===== config.mk =====
export PLATFORM = sky130hd
export DESIGN_NAME = gpt_ctrl
export DESIGN_NICKNAME = d
export VERILOG_FILES = /design/src/design/gpt_pkg.sv /design/src/design/gpt_ctrl.sv
export SDC_FILE = /design/constraint.sdc
export NUM_CORES = 1
export LEC_CHECK = 0
export BUFFER_PORTS_ARGS = -buffer_cell sky130_fd_sc_hd__buf_2
export CAP_MARGIN = 20
export CORE_MARGIN = 1.5
export CORE_UTILIZATION = 35
export DETAILED_ROUTE_END_ITERATION = 6
export GPL_TIMING_DRIVEN = 1
export PLACE_DENSITY = 0.65
export SYNTH_ARGS = -nofsm -noshare
export SYNTH_HDL_FRONTEND = slang
export SYNTH_SLANG_ARGS = --single-unit

===== constraint.sdc =====
create_clock -name i_clk -period 1.75 [get_ports i_clk]
set_input_delay 0.2625 -clock i_clk [delete_from_list [all_inputs] [get_ports i_clk]]
set_output_delay 0.2625 -clock i_clk [all_outputs]
set_load 0.02 [all_outputs]

===== src/design/gpt_pkg.sv =====
// Shared types, constants and the arctangent table builder for the geofence trigger.
// Used by the controller, the datapath, the CORDIC unit and the top level.
package gpt_pkg;

    localparam int DATA_W     = 64;
    localparam int LAT_W      = 31;
    localparam int LON_W      = 32;
    localparam int RADIUS_W   = 16;
    localparam int UNITS_W    = 34;
    localparam int MAG_W      = 32;
    localparam int CFG_IDX_W  = 2;
    localparam int CFG_DATA_W = 32;
    localparam int ATAN_LEN   = 60;
    localparam int ATAN_IDX_W = 6;

    // configuration register indexes
    localparam logic [CFG_IDX_W-1:0] CFG_TRIGGER_MODE = 2'd0;
    localparam logic [CFG_IDX_W-1:0] CFG_POINT_LAT    = 2'd1;
    localparam logic [CFG_IDX_W-1:0] CFG_POINT_LON    = 2'd2;
    localparam logic [CFG_IDX_W-1:0] CFG_RADIUS       = 2'd3;

    // event codes
    localparam logic [1:0] EV_NONE       = 2'd0;
    localparam logic [1:0] EV_ACTIVATE   = 2'd1;
    localparam logic [1:0] EV_DEACTIVATE = 2'd2;

    // angles in 1e-7 degree
    localparam logic signed [UNITS_W-1:0] FULL_TURN    = 34'sd3600000000;
    localparam logic signed [UNITS_W-1:0] HALF_TURN    = 34'sd1800000000;
    localparam logic signed [UNITS_W-1:0] QUARTER_TURN = 34'sd900000000;

    // scales with 62 fraction bits; pi itself has 60
    localparam logic [DATA_W-1:0] PI_Q60 = 64'h3243F6A8885A308D;
    localparam logic [DATA_W-1:0] RAD_PER_UNIT_Q62 =
        (PI_Q60 * 64'd4 + 64'd900000000) / 64'd1800000000;
    localparam logic [DATA_W-1:0] RAD_PER_METER_Q62 = 64'd723890739495;
    localparam logic [DATA_W-1:0] GAIN_Q62          = 64'd2800459870029452954;

    typedef logic [DATA_W-1:0] t_atan_tab [ATAN_LEN];

    typedef enum logic [3:0] {
        ST_IDLE, ST_WRAP, ST_FOLD, ST_MGO, ST_MWAIT,
        ST_ZRND, ST_CGO, ST_CWAIT, ST_DECIDE
    } t_state;

    typedef enum logic [1:0] {SRC_PLAT, SRC_ULAT, SRC_LON, SRC_RAD} t_src;
    typedef enum logic [1:0] {MOP_ANGLE, MOP_SPSU, MOP_CPCU, MOP_TCT} t_mop;

    typedef struct packed {
        logic cap_in;
        logic wrap;
        logic fold;
        logic mul_go;
        logic mul_store;
        logic zround;
        logic cord_go;
        logic cord_store;
        logic decide;
        t_src src;
        t_mop mop;
    } t_cmd;

    typedef struct packed {
        logic mul_done;
        logic cord_done;
        logic out_busy;
    } t_sts;

    // unsigned quotient by shift and subtract, table build only
    function automatic logic [DATA_W-1:0] udiv(input logic [DATA_W-1:0] num,
                                                input logic [DATA_W-1:0] den);
        logic [DATA_W-1:0] q;
        logic [DATA_W:0]   rem;
        q   = '0;
        rem = '0;
        for (int b = DATA_W - 1; b >= 0; b--) begin
            rem = {rem[DATA_W-1:0], num[b]};
            if (rem >= {1'b0, den}) begin
                rem  = rem - {1'b0, den};
                q[b] = 1'b1;
            end
        end
        return q;
    endfunction

    // atan(2^-i) with 62 fraction bits, by its power series
    function automatic t_atan_tab atan_q62_table();
        t_atan_tab          tab;
        logic [DATA_W-1:0]  sum;
        logic [DATA_W-1:0]  term;
        logic [DATA_W-1:0]  dv;
        logic               minus;
        int                 n;
        tab[0] = PI_Q60;
        for (int i = 1; i < ATAN_LEN; i++) begin
            sum   = '0;
            dv    = 64'd1;
            minus = 1'b0;
            for (n = i; n <= 62; n += 2 * i) begin
                term  = udiv(64'd1 << (62 - n), dv);
                sum   = minus ? sum - term : sum + term;
                minus = ~minus;
                dv    = dv + 64'd2;
            end
            tab[i] = sum;
        end
        return tab;
    endfunction

endpackage


===== src/design/gpt_ctrl.sv =====
// Controller: sequences angle reduction, multiplies and CORDIC runs per fix.
// Depends on gpt_pkg.
module gpt_ctrl (
    input  logic          i_clk,
    input  logic          i_rst_n,
    input  logic          i_valid,
    output logic          o_ready,
    input  gpt_pkg::t_sts i_sts,
    output gpt_pkg::t_cmd o_cmd
);
    import gpt_pkg::*;

    t_state r_state, n_state;
    t_src   r_src, n_src;
    t_mop   r_mop, n_mop;

    always_ff @(posedge i_clk) begin
        if (!i_rst_n) begin
            r_state <= ST_IDLE;
            r_src   <= SRC_PLAT;
            r_mop   <= MOP_ANGLE;
        end else begin
            r_state <= n_state;
            r_src   <= n_src;
            r_mop   <= n_mop;
        end
    end

    always_comb begin
        n_state = r_state;
        n_src   = r_src;
        n_mop   = r_mop;
        unique case (r_state)
            ST_IDLE: begin
                if (i_valid) begin
                    n_state = ST_WRAP;
                    n_src   = SRC_PLAT;
                end
            end
            ST_WRAP: n_state = ST_FOLD;
            ST_FOLD: begin
                n_state = ST_MGO;
                n_mop   = MOP_ANGLE;
            end
            ST_MGO:  n_state = ST_MWAIT;
            ST_MWAIT: begin
                if (i_sts.mul_done) begin
                    unique case (r_mop)
                        MOP_ANGLE: n_state = ST_ZRND;
                        MOP_SPSU: begin
                            n_mop   = MOP_CPCU;
                            n_state = ST_MGO;
                        end
                        MOP_CPCU: begin
                            n_mop   = MOP_TCT;
                            n_state = ST_MGO;
                        end
                        MOP_TCT:  n_state = ST_DECIDE;
                    endcase
                end
            end
            ST_ZRND: n_state = ST_CGO;
            ST_CGO:  n_state = ST_CWAIT;
            ST_CWAIT: begin
                if (i_sts.cord_done) begin
                    if (r_src == SRC_RAD) begin
                        n_mop   = MOP_SPSU;
                        n_state = ST_MGO;
                    end else begin
                        n_src   = t_src'(2'(r_src) + 2'd1);
                        n_state = ST_WRAP;
                    end
                end
            end
            ST_DECIDE: begin
                if (!i_sts.out_busy) begin
                    n_state = ST_IDLE;
                end
            end
            default: n_state = ST_IDLE;
        endcase
    end

    always_comb begin
        o_ready          = (r_state == ST_IDLE);
        o_cmd.cap_in     = (r_state == ST_IDLE) && i_valid;
        o_cmd.wrap       = (r_state == ST_WRAP);
        o_cmd.fold       = (r_state == ST_FOLD);
        o_cmd.mul_go     = (r_state == ST_MGO);
        o_cmd.mul_store  = (r_state == ST_MWAIT) && i_sts.mul_done;
        o_cmd.zround     = (r_state == ST_ZRND);
        o_cmd.cord_go    = (r_state == ST_CGO);
        o_cmd.cord_store = (r_state == ST_CWAIT) && i_sts.cord_done;
        o_cmd.decide     = (r_state == ST_DECIDE) && !i_sts.out_busy;
        o_cmd.src        = r_src;
        o_cmd.mop        = r_mop;
    end
endmodule


==> results.md <==
Yosys:
- Of the synthesized area, sequential elements account for 0.242.
- The share of the synthesized area in compound gates (AO/OA/AOI/OAI) is 0.208.
- The fraction of synthesized cell area in xor and xnor cells is 0.
- Sorting the synthesized cells by area gives the leading types as sky130_fd_sc_hd__dfxtp_1 (24%), sky130_fd_sc_hd__ha_1 (7.6%), sky130_fd_sc_hd__nand2_1 (5.7%).
- The largest total area in the synthesized netlist belongs to sky130_fd_sc_hd__dfxtp_1.
- The total nets after synthesis is 93.
- The distinct cell type count after synthesis is 35.
- During synthesis, Yosys emitted a total of 0 warnings.
- In the synthesized netlist, the number of instances is 83.
- The post-synthesis instance area is 661 µm².
- Of the post-synthesis cell area, the dominant cell type holds 0.242.
- The multiplexer area fraction after synthesis is 0.0455.
- The synthesized design contains 8 register bits.
- Of the total synthesized cell area, the portion taken by AND, OR, NAND and NOR gates is 0.356.
- Of the total synthesized cell area, the portion taken by full adders, half adders and majority gates is 0.0758.
- The average cell area after synthesis is a little under 8 µm².
- After synthesis, the largest family of logic cells by area is simple AND/OR/NAND/NOR gates.

Timing:
- The hold violation total from the final report is 0.
- At the pin with the least slew margin, the transition time is between 0.3 and 0.4 ns.
- The final-layout setup total negative slack is 0 ns.
- Of the available clock period, the critical path in the final layout requires 0.946.
- Setup violations remaining at the end of the flow were counted as 0.
- Between clock sinks in the finished design, the worst skew comes to 0.00838 ns.
- The highest achievable clock rate is a little over 600 MHz.
- Setup repair after global routing left no endpoint under its margin.
- Across all hold checks on the routed design, the worst slack comes to approximately 0.26 ns.
- The smallest setup slack after layout is roughly 0.094 ns.
- The number of pins exceeding their max-slew limit in the final report is 0.
- In this run the tightest slew margin relative to its limit is 0.733.
- The smallest clock period supported by the final layout is computed as ~1.7 ns.

Floorplanning:
- After floorplanning, the core was divided into 15 placement rows.
- From left edge to right edge, the die measures 46.4 µm.
- The top-level I/O count is 20.
- The full die area is between 2000 and 2500 µm².
- The die boundary height is 46.4 µm.
- The effective utilization at floorplan is 0.378.
- The core area is between 1500 and 2000 µm².

Critical path:
- The critical path arrival is 1.39 ns.
- The category of the worst setup path launch point is a flip-flop.
- The critical path start-end classification is flip-flop to output port.
- The worst setup path is captured at an output port.
- In this run the worst path has a maximum fanout of 10.
- The depth of the worst register-to-register path is 5.
- STA puts the critical path data required time at between 1 and 1.5 ns.

Clocking:
- The root buffer selected by CTS is sky130_fd_sc_hd__clkbuf_4.
- After clock tree synthesis, the clock-pin slew on the worst setup and hold paths is about 0.06 ns.
- The number of H-tree branching levels is 1.
- The number of clock sinks seen by CTS is 8.
- The total clock buffers created by CTS is 3.
- The buffer depth of the longest clock path is 2.
- The worst-skew pair later-pin latency is 0.25 ns.
- The CTS tree is built.

Placement:
- Counting tap cells, the placed design contains a total of approximately 130 instances.
- The half-perimeter wire length after detailed placement is approximately 1.2 mm.
- The routability congestion estimate from global placement is about 0.76.
- The count of buffers inserted at the top-level ports is 19.
- The worst slack after detailed placement is approximately 0.11 ns.

GRT:
- For this run, the total global-route usage over all layers was measured as 0.155.
- The number of global-route vias before repair is 570.
- The wire length of the first global-routing pass is 2.39 mm.
- Summed over all layers, the global routing overflow is 0.
- The initial antenna violation count is 0.
- Entering global routing, the biggest net connects 15 pins.

Pwr:
- For this design the ratio of total power to cell area is approximately 580 nW/µm².
- The peak ir drop on the vdd network is ~0.34 mV.
- The static leakage is about 0.00037 µW.

Cells and area:
- In the final layout, the share of cells above drive strength 1 is 0.381.
- Compared with the post-synthesis result, the final layout area differs by 29.0%.
- The number of nets in the finished design is 117.
- The number of antenna diodes is 0.
- At the end of the flow the core is filled with cells to 0.488.
- The finished layout holds 130 standard cells, fillers aside.

Detailed routing:
- The length of the first detailed-routing pass in iterations is 4.
- After detailed routing, the total wire length is about 1.6 mm.
- In the routed layout, each cell is associated on average with a via count of 5.27.
- The routed layout has just under 700 vias.
- The average wire length per cell after detail routing is 12.4 µm.
- For this run, design rule violations remaining after detail routing come to 0.
- The starting DRC count in detailed routing is 11.
- The count of nets left with antenna violations once routing finished came out at 0.

Status:
- The flow ran to the end, and the final reports show no timing, DRC or antenna violations.

Worst hold path:
- The kind of path behind the tightest hold check is input port to flip-flop.
- Along the worst hold path, the cell count comes to 2.

Job:
- Across the run, the number of max-cap violations was 0.
==> layout by cell type, fill, tap and decap left out, types with 3 or more instances in the layout <==
| cell | synthesis | final |
|---|---|---|
| sky130_fd_sc_hd__inv_1 | 3 | 3 |
| sky130_fd_sc_hd__nand2b_1 | 3 | 3 |
| sky130_fd_sc_hd__and2_1 | 3 | 3 |
| sky130_fd_sc_hd__mux2i_1 | 3 | 3 |
| sky130_fd_sc_hd__nor2_1 | 5 | 4 |
| sky130_fd_sc_hd__ha_1 | 4 | 4 |
| sky130_fd_sc_hd__nor3_1 | 3 | 3 |
| sky130_fd_sc_hd__clkbuf_4 | 0 | 3 |
| sky130_fd_sc_hd__buf_2 | 2 | 19 |
| sky130_fd_sc_hd__buf_4 | 0 | 7 |
| sky130_fd_sc_hd__dfxtp_1 | 8 | 5 |
| sky130_fd_sc_hd__a211oi_1 | 3 | 3 |
| sky130_fd_sc_hd__a21oi_1 | 4 | 4 |
| sky130_fd_sc_hd__nand2_1 | 10 | 10 |
| sky130_fd_sc_hd__nand3_1 | 3 | 3 |
==> critical path, stage by stage (launching register included) <==
cell	delay [ns]
sky130_fd_sc_hd__dfxtp_1	0.52
sky130_fd_sc_hd__nand2b_1	0.24
sky130_fd_sc_hd__nor2_2	0.08
sky130_fd_sc_hd__and2_1	0.15
sky130_fd_sc_hd__buf_2	0.15
==> state kept, by name (all words and copies together), names as in the netlist <==
signal	cells
r_mop	2
r_src	2
r_state	4
==> per-stage QoR <==
stage	power (µW)	instance area [µm²]
5_1_grt	522	852
3_5_place_dp	349	810
3_3_place_gp	347	810
6_report	490	852
2_1_floorplan	311	667
4_1_cts	491	841
==> power breakdown <==
part	internal, µW	switching [µW]
Clock	78.5	62.4
Combinational	63.9	78.1
Sequential	189	18.1
Total	331	159
==> cell families after synthesis <==
logic type	after synthesis
and+or+nand+nor	40
AOI/OAI and AO/OA	18
buffers and inverters	10
DFF	8
adders and majority gates	4
muxes	3
==> synthesized netlist by cell type, drive strengths merged <==
library cell / count
nand2b: 3
a21boi: 1
o32ai: 1
inv: 3
nand3: 3
nand2: 10
nor3b: 3
nor4: 2
o22ai: 2
mux2i: 3
and4b: 1
a31oi: 1
a21oi: 4
and3b: 1
a211oi: 3
and2: 3
or3: 1
nor2: 5
nor4b: 1
buf: 4
o2111ai: 1
dfxtp: 8
nand4b: 2
a2111oi: 1
nor3: 3
nand3b: 1
clkbuf: 3
o21ai: 4
nand4: 1
ha: 4
==> layout make-up <==
type	count	area [µm²]
clock buffer	3	22.5
fill	178	893
inverter	3	11.3
multi-input combinational	65	473
sequential	8	166
tap	25	31.3
timing repair buffer	26	148
==> worst paths after layout <==
| kind | startpoint | slack [ns] | endpoint |
|---|---|---|---|
| max | r_state[3] | 0.09 | o_cmd[5] |
| min | i_sts[1] | 0.26 | r_state[1] |
| max reg2reg | r_src[0] | 0.12 | r_src[0] |
| min reg2reg | r_src[1] | 0.47 | r_src[1] |
==> repair_timing <==
action | 4_1_cts | 5_1_grt
resized for setup | 3 | 4
endpoints found under the setup margin | 3 | 3
hold buffers | 0 | 0
buffers inserted | 0 | 0
==> routing by layer <==
metal	track usage	wire (µm)	vias up
li1	-	-	348
met1	0.208	780	309
met2	0.250	736	26
met3	0.0235	87	2
met4	0.0514	5	0
met5	0	0	-
(Power assumes the default switching activity.)
